### src/point_polyline_min_sq_distance_defines.svh
// Assertion macros shared by the point to polyline distance block.
// Uses the clk and arst_n names of the module that includes it.
`ifndef POINT_POLYLINE_MIN_SQ_DISTANCE_DEFINES_SVH
`define POINT_POLYLINE_MIN_SQ_DISTANCE_DEFINES_SVH

// Same-cycle implication, checked outside reset.
`define PPD_ASSERT_NOW(lbl, ante, cons) \
	lbl: assert property (@(posedge clk) disable iff (!arst_n) (ante) |-> (cons)) \
		else $error("ppd same-cycle check failed");

// Next-cycle implication, checked outside reset.
`define PPD_ASSERT_NEXT(lbl, ante, cons) \
	lbl: assert property (@(posedge clk) disable iff (!arst_n) (ante) |=> (cons)) \
		else $error("ppd next-cycle check failed");

`endif

### src/ppd_ram.sv
// Generic single write port, single read port RAM with registered read data.
// No dependencies.
module ppd_ram #(
	parameter int WIDTH = 8,
	parameter int DEPTH = 16
) (
	input  logic                     clk,
	input  logic                     we,
	input  logic [$clog2(DEPTH)-1:0] waddr,
	input  logic [WIDTH-1:0]         wdata,
	input  logic [$clog2(DEPTH)-1:0] raddr,
	output logic [WIDTH-1:0]         rdata
);
	logic [WIDTH-1:0] mem_q [DEPTH];

	always_ff @(posedge clk) begin
		if (we) begin
			mem_q[waddr] <= wdata;
		end
		rdata <= mem_q[raddr];
	end
endmodule

### config.mk
export PLATFORM = sky130hd
export DESIGN_NAME = ppd_ram
export DESIGN_NICKNAME = d
export VERILOG_FILES = /design/src/point_polyline_min_sq_distance_defines.svh /design/src/ppd_ram.sv
export SDC_FILE = /design/constraint.sdc
export NUM_CORES = 1
export LEC_CHECK = 0
export BUFFER_PORTS_ARGS = -buffer_cell sky130_fd_sc_hd__buf_2
export CAP_MARGIN = 20
export CORE_UTILIZATION = 50
export DETAILED_ROUTE_END_ITERATION = 10
export GPL_ROUTABILITY_DRIVEN = 0
export GPL_TIMING_DRIVEN = 0
export PLACE_DENSITY = 0.71
export SETUP_SLACK_MARGIN = 0.02
export SYNTH_ARGS = -nofsm -noshare
export SYNTH_HDL_FRONTEND = slang
export SYNTH_SLANG_ARGS = --single-unit
### constraint.sdc
create_clock -name clk -period 3.4 [get_ports clk]
set_input_delay 0.51 -clock clk [delete_from_list [all_inputs] [get_ports clk]]
set_output_delay 0.51 -clock clk [all_outputs]
set_load 0.02 [all_outputs]
Yosys cells after proc, flatten, opt, wreduce, memory -nomap -nowiden. Memories as Yosys holds them, arrays and structs flattened. A register that Yosys moved wholly into a read port is not among the register bits. Index checks and enable logic that the tools add are counted.

Multiplexer cells: 2.

Operator list (number): $mux 1 (2).

Register bits: 0. Memory bits (writable): 128. Input port bits: 18. Output and inout bits: 8. Word-level logic and storage cells: 3. Memories kept: 1.

Memories: mem_q (depth 16, width 8, rd ports 1, clocked after Yosys merged registers in 1, write ports 1, RTL line ppd_ram.sv:14) `logic [WIDTH-1:0] mem_q [DEPTH];`.

Logic depth before layout (Yosys ltp). Gate-level depths: netlist of run 1.

Depth after elaboration: 2. Gate-level depth with buffers: 5. Mapped depth without buffers: 3.

Least setup slack after synthesis of run 1. Ideal clock, no wire load.

Kind: input -> register. From: in waddr[2]. To: mem mem_q[0][0], enable pin. Setup time: 383 ps. Arrival: 1620 ps. Data required time: 3017 ps. Slack: 1397 ps. Cell stages on the path: 2. Path buffers: 0. Path through: or3b_2 > nor3_1.

RTL lines: start, declared (RTL line ppd_ram.sv:9) `input logic [$clog2(DEPTH)-1:0] waddr,`; end, declared (RTL line ppd_ram.sv:14).

Straight into the memory's write port.

Final worst setup path of run 1.
From: in waddr[2]. To: mem mem_q[3][1], enable pin.

Straight into the memory's write port.

==> run summary, run 1 <==
CTS tree: built
Core Area: 9864 um^2
grt ovf: 0
complex-gate fraction of the synthesized area: 2.333%
H-Tree Depth: 4
Residual DRC: 0
fin crit share: 48.07%
Syn Inst Count: 229
DR vias: 2397
WP data arrival: 1.79 ns
Pre-antenna DRT Iters: 5
vias in the first global route: 2330
RSZ-0062 raised after global routing: no
Final ANT Viol Nets: 0
# diodes: 0
Avg Vias per Cell: 5.680
Synth Area in Adders: 0%
Total Neg Setup Slack: 0 ns
cts bufs inserted: 17
Pint: 3.105 mW
MaxCap Viol Count: 0
syn avg cell area: 22.48 um^2
gr usage total: 20.25%
crit path cell chain: buf_2, or3b_2, nor2_1
post-synth net total: 247
Slew HR: 43.35%
Clk pwr share: 46.8%
share of cells above drive strength 1: 30.10%
final setup fails: 0
Worst-path clk slew: 0.06 ns
largest family of logic cells by synthesized area: multiplexers
maximum vdd ir drop: 0.3189 mV
wire per inst: 22.72 um
Tmin final: 1.634 ns
P_sw: 0.7888 mW
#FFs+latches synth: 136
number of max-slew violations in the final report: 0
Final Hold Viols: 0
logic gate share of total power: 4.8%
first-pass GRT wire length: 14200 um
die width: 103.5 um
Worst setup EP type: register
Die Y: 103.5 um
row count: 36
Syn Std Cell Area: 5147 um^2
xor-xnor portion of the synthesized cell area: 0%
post-CTS resize count: 0
Worst setup SP type: input port
Setup CP Type: in -> reg
die area: 10710 um^2
initial DRC count: 167
Root Driver: clkbuf_8
Fmax achieved: 0.6119 GHz
Pwr Density: 643.5 nW/um^2
Hold Path Cell Cnt: 1
DP Wirelength: 6005 um
Cell Count Post-Placement: 390
Switching Fraction: 20.25%
Reg power frac: 48.4%
synth unique cells: 19
leakage: 2.045 nW
CP Max Fanout: 8
status: finished, final reports clean
pin count of the biggest net entering global routing: 17
Initial Util: 52.18%
clk sinks: 136
setup bufs post-CTS: 0
Slew @ Worst Pin: 0.8467 ns
overall power: 3.894 mW
Final Instance Count excl. Fillers: 422
CTS Buffer Depth: 2
Simple-Gate Fraction of Synth Area: 3.184%
clk_lat worst skew: 0.53 ns
Final Skew: 0.005329 ns
mux cell area share after synthesis: 15.02%
delay of the slowest critical-path stage: 0.63 ns
drt total wl: 9589 um
highest-delay cell along the critical path: nor2_1
total I/O pin count: 26
WP data required: 3.55 ns
YS warnings: 0
fin nets: 294
r2r worst-path depth: 3
Seq/Total Area, Yosys: 77.78%
initial antenna violation count: 0
P&R area growth vs syn: 17.57%
kind of path behind the tightest hold check: in -> reg
hold_buf cts: 0
Port Buffer Count: 24
[flip-flops by register name (all words and copies together), names as in the netlist]
name / flops
mem_q: 128
rdata: 8
[logic make-up (layout without fill, tap and decap cells)]
kind of cell,after synthesis,after routing
muxes,32,32
DFF,136,136
buffers and inverters,10,70
AOI/OAI and AO/OA,16,16
and+or+nand+nor,35,35
[path summary, 6_finish.rpt]
path                                from                     end  slack, ns
setup / recovery                waddr[2]   mem_q[3][1]$_DFFE_PP_       1.77
setup reg to reg  mem_q[11][0]$_DFFE_PP_        rdata[0]$_DFF_P_       2.02
hold / removal                  wdata[5]  mem_q[13][5]$_DFFE_PP_       0.39
hold reg to reg    mem_q[0][2]$_DFFE_PP_        rdata[2]$_DFF_P_       0.69
[cell type report]
cell class                 instances  area (um^2)
tap                              133        166.4
clock buffer                      21        449.2
multi-input combinational         83         1057
buffer                            10        86.33
clock inverter                    11        148.9
sequential                       136         4004
fill                             690         3812
timing repair buffer              28        140.1
[cells in the mapped netlist]
cell	number	area, um^2
nand2b_1	2	12.51
buf_2	3	15.01
and2_1	1	6.260
and2b_1	1	7.510
nand3_1	1	5.000
buf_6	3	33.78
or3b_2	1	8.760
nor3_1	4	20.02
mux4_2	18	405.4
nor2b_1	1	6.260
nor2_1	13	48.80
nand3b_1	2	15.01
edfxtp_1	128	3844
dfxtp_1	8	160.2
nand2_1	9	33.78
a22oi_1	16	120.1
mux4_1	14	367.9
clkdlybuf4s25_2	3	30.03
buf_4	1	7.510
[per-layer routing]
| layer | up-vias | track usage [%] | share of wire (%) |
|---|---|---|---|
| met3 | 16 | 5.780 | 6.9 |
| met4 | 0 | 7.151 | 2.3 |
| met5 | - | 0 | 0 |
| met1 | 1223 | 29.63 | 43 |
| met2 | 90 | 29.44 | 47 |
| li1 | 1068 | - | - |
[worst max-delay path, delay by kind of cell]
kind / cells / cell delay (ns)
buffers and inverters: 1 / 0.12
and+or+nand+nor: 2 / 1.16
[metrics by stage]
stage | utilization, % | instance area (um^2) | setup slack, ns | hold WS, ns
floorplan | - | 5147 | 1.397 | 0.6089
global placement | 55.09 | 5434 | 0.8250 | 0.6553
detailed placement | 55.29 | 5454 | 1.204 | 0.6768
CTS | 61.35 | 6052 | 1.752 | 0.3770
global route | 61.35 | 6052 | 1.702 | 0.3763
finish | 61.35 | 6052 | 1.766 | 0.3874
[layout by cell type (no fill, tap or decap)]
cell type,n
edfxtp_1,128
buf_2,31
mux4_2,18
a22oi_1,16
clkbuf_16,16
mux4_1,14
nor2_1,13
nand2_1,9
dfxtp_1,8
nor3_1,4
buf_6,3
clkdlybuf4s25_2,3
clkbuf_8,3
clkinvlp_4,3
clkinv_4,3
bufinv_16,3
nand3b_1,2
nand2b_1,2
clkbuf_1,2
clkinv_2,2
nor2b_1,1
buf_4,1
and2_1,1
and2b_1,1
nand3_1,1
or3b_2,1
[power groups by stage]
stage / registers [mW] / clock network (mW) / logic [mW]
detailed placement: 1.92 / 0 / 0.190
finish: 1.88 / 1.82 / 0.189
floorplan: 1.93 / 0 / 0.0951
CTS: 1.88 / 1.84 / 0.191
global placement: 1.92 / 0 / 0.184
global route: 1.89 / 1.91 / 0.204
(Power assumes the default switching activity.)
==> inputs of run 2 (changes only) <==
PLACE_DENSITY = 0.74   (was 0.71)
clock period = 1.3 ns   (was 3.4 ns; I/O delays follow)
==> run summary, run 2 (synthesis results as in run 1) <==
Hold Crit Endpoint: mem_q[8][7]$_DFFE_PP_
Worst setup EP type: register
Residual DRC: 0 (unchanged)
most frequent cells in the layout: edfxtp_1, buf_2, mux4_2
failing checks: setup timing
overall power: 10.62 mW (+170%)
Hold Path Cell Cnt: 1 (unchanged)
Worst-path clk slew: 0.06 ns (about the same)
post-place setup slack: -0.3510 ns (-1.556 ns)
pin count of the biggest net entering global routing: 17 (unchanged)
leading cell type in the layout, fill and taps excluded: edfxtp_1
kind of path behind the tightest hold check: in -> reg
largest registers: mem_q x128, rdata x8
Avg Vias per Cell: 5.749 (+1.2%)
initial antenna violation count: 0 (unchanged)
hold path start: wdata[7]
clk sinks: 136 (unchanged)
CP Max Fanout: 1 (-7)
setup bufs post-CTS: 0 (unchanged)
Root Driver: clkbuf_8
# diodes: 0 (unchanged)
hold_ws: 0.07586 ns (-0.3116 ns)
cts bufs inserted: 17 (unchanged)
Worst setup SP type: register
WP data required: 1.69 ns (-1.86 ns)
row count: 36 (unchanged)
first-pass GRT wire length: 14470 um (+1.9%)
MaxCap Viol Count: 0 (unchanged)
reg-to-reg setup timing slack: -0.02 ns (-2.04 ns)
capturing point of the worst reg2reg path: rdata[6]$_DFF_P_
Biggest register: mem_q
Setup CP Type: reg -> reg
fin crit share: 101.2%
max reg flops: 128 (unchanged)
Slew HR: 46.17% (+2.8 points)
Final Skew: 0.004539 ns (-0.0007900 ns)
CTS Buffer Depth: 2 (unchanged)
Fill cells: 661 (-4.2%)
Die Y: 103.5 um (unchanged)
share of cells above drive strength 1: 36.84% (+6.7 points)
Core Area: 9864 um^2 (unchanged)
DR vias: 2403 (+0.25%)
RSZ-0062 raised after global routing: yes
Tmin final: 1.315 ns
drt total wl: 9795 um (+2.1%)
maximum vdd ir drop: 0.9197 mV (+190%)
Pre-antenna DRT Iters: 5 (unchanged)
leakage: 2.021 nW (-1.2%)
PnR worst setup slack: -0.01543 ns (-1.781 ns)
Slew @ Worst Pin: 0.8044 ns (-0.04224 ns)
reg2reg start: mem_q[11][6]$_DFFE_PP_
Total Neg Setup Slack: -0.04087 ns (-0.04087 ns)
Port Buffer Count: 24 (unchanged)
die area: 10710 um^2 (unchanged)
r2r worst-path depth: 3 (unchanged)
gr usage total: 20.62% (+0.37 points)
initial DRC count: 215 (+29%)
status: finished, violations left
DP Wirelength: 5761 um (-4.1%)
die width: 103.5 um (unchanged)
grt ovf: 0 (unchanged)
final setup fails: 3 (+3)
Fmax achieved: 0.7602 GHz
Initial Util: 52.18% (unchanged)
fin nets: 290 (-1.4%)
total I/O pin count: 26 (unchanged)
Pwr Density: 1734 nW/um^2 (+170%)
wire per inst: 23.43 um (+3.1%)
WP data arrival: 1.71 ns (-0.08 ns)
clk_lat worst skew: 0.51 ns (-0.02 ns)
H-Tree Depth: 4 (unchanged)
P&R area growth vs syn: 19.01%
vias in the first global route: 2375 (+1.9%)
CTS tree: built
Final Hold Viols: 0 (unchanged)
number of max-slew violations in the final report: 0 (unchanged)
Final ANT Viol Nets: 0 (unchanged)
[run 2: changes by cell type in the layout (fill, tap and decap cells not counted), sizes merged]
cell,previous run,this run
buf,35,31
bufinv,3,6
clkbuf,21,18
[run 2: how the worst max path moves through the flow]
stage | depth (start not counted) | slack (ns) | from | endpoint
after floorplan | 5 | -0.03 | raddr[0] | rdata[1]$_DFF_P_
after global placement | 5 | -0.36 | raddr[0] | rdata[0]$_DFF_P_
after detailed placement | 3 | -0.35 | waddr[2] | mem_q[10][1]$_DFFE_PP_
after CTS | 3 | -0.04 | mem_q[2][0]$_DFFE_PP_ | rdata[0]$_DFF_P_
after global routing | 3 | -0.06 | mem_q[7][4]$_DFFE_PP_ | rdata[4]$_DFF_P_
final | 3 | -0.02 | mem_q[11][6]$_DFFE_PP_ | rdata[6]$_DFF_P_
[run 2: power by group]
| part | internal (mW) | leakage [nW] | switching, mW |
|---|---|---|---|
| clock | 3.48 | 0.306 | 1.69 |
| combinational | 0.210 | 0.491 | 0.317 |
| sequential | 4.90 | 1.22 | 0.0250 |
[run 2: stage by stage]
step           utilization (%)  area (um^2)  instances
6_report                 62.10         6126        418
4_1_cts                  62.18         6133        418
3_5_place_dp             55.53         5478        386
3_3_place_gp             55.53         5478        386
2_1_floorplan                -         5191        229
5_1_grt                  62.10         6126        418
[run 2: area by class of cell]
| class | instances | area (um^2) | area share [%] |
|---|---|---|---|
| Buffer | 10 | 93.84 | 1.532 |
| Clock buffer | 18 | 417.9 | 6.822 |
| Clock inverter | 14 | 229.0 | 3.738 |
| Multi-Input combinational cell | 83 | 1095 | 17.87 |
| Sequential cell | 136 | 4004 | 65.36 |
| Tap cell | 133 | 166.4 | 2.717 |
| Timing Repair Buffer | 24 | 120.1 | 1.961 |
[run 2: what timing repair did]
item,4_1_cts,5_1_grt
endpoints found under the hold margin,0,0
hold buffers,0,0
gates resized for setup,14,2
setup endpoints to repair,8,8
pin swaps,9,2
[run 2: critical path, stage by stage, from the launching register on]
cell	delay (ns)
edfxtp_1	0.38
mux4_2	0.51
a22oi_2	0.20
nand2_1	0.10
[run 2: routing by layer]
metal  part of all wire, %  GRT usage, %  up-vias
li1                      -             -     1052
met1                    41         30.33     1207
met2                    50         29.80      136
met3                   8.4         5.712        8
met4                  0.83         7.692        0
met5                     0             0        -
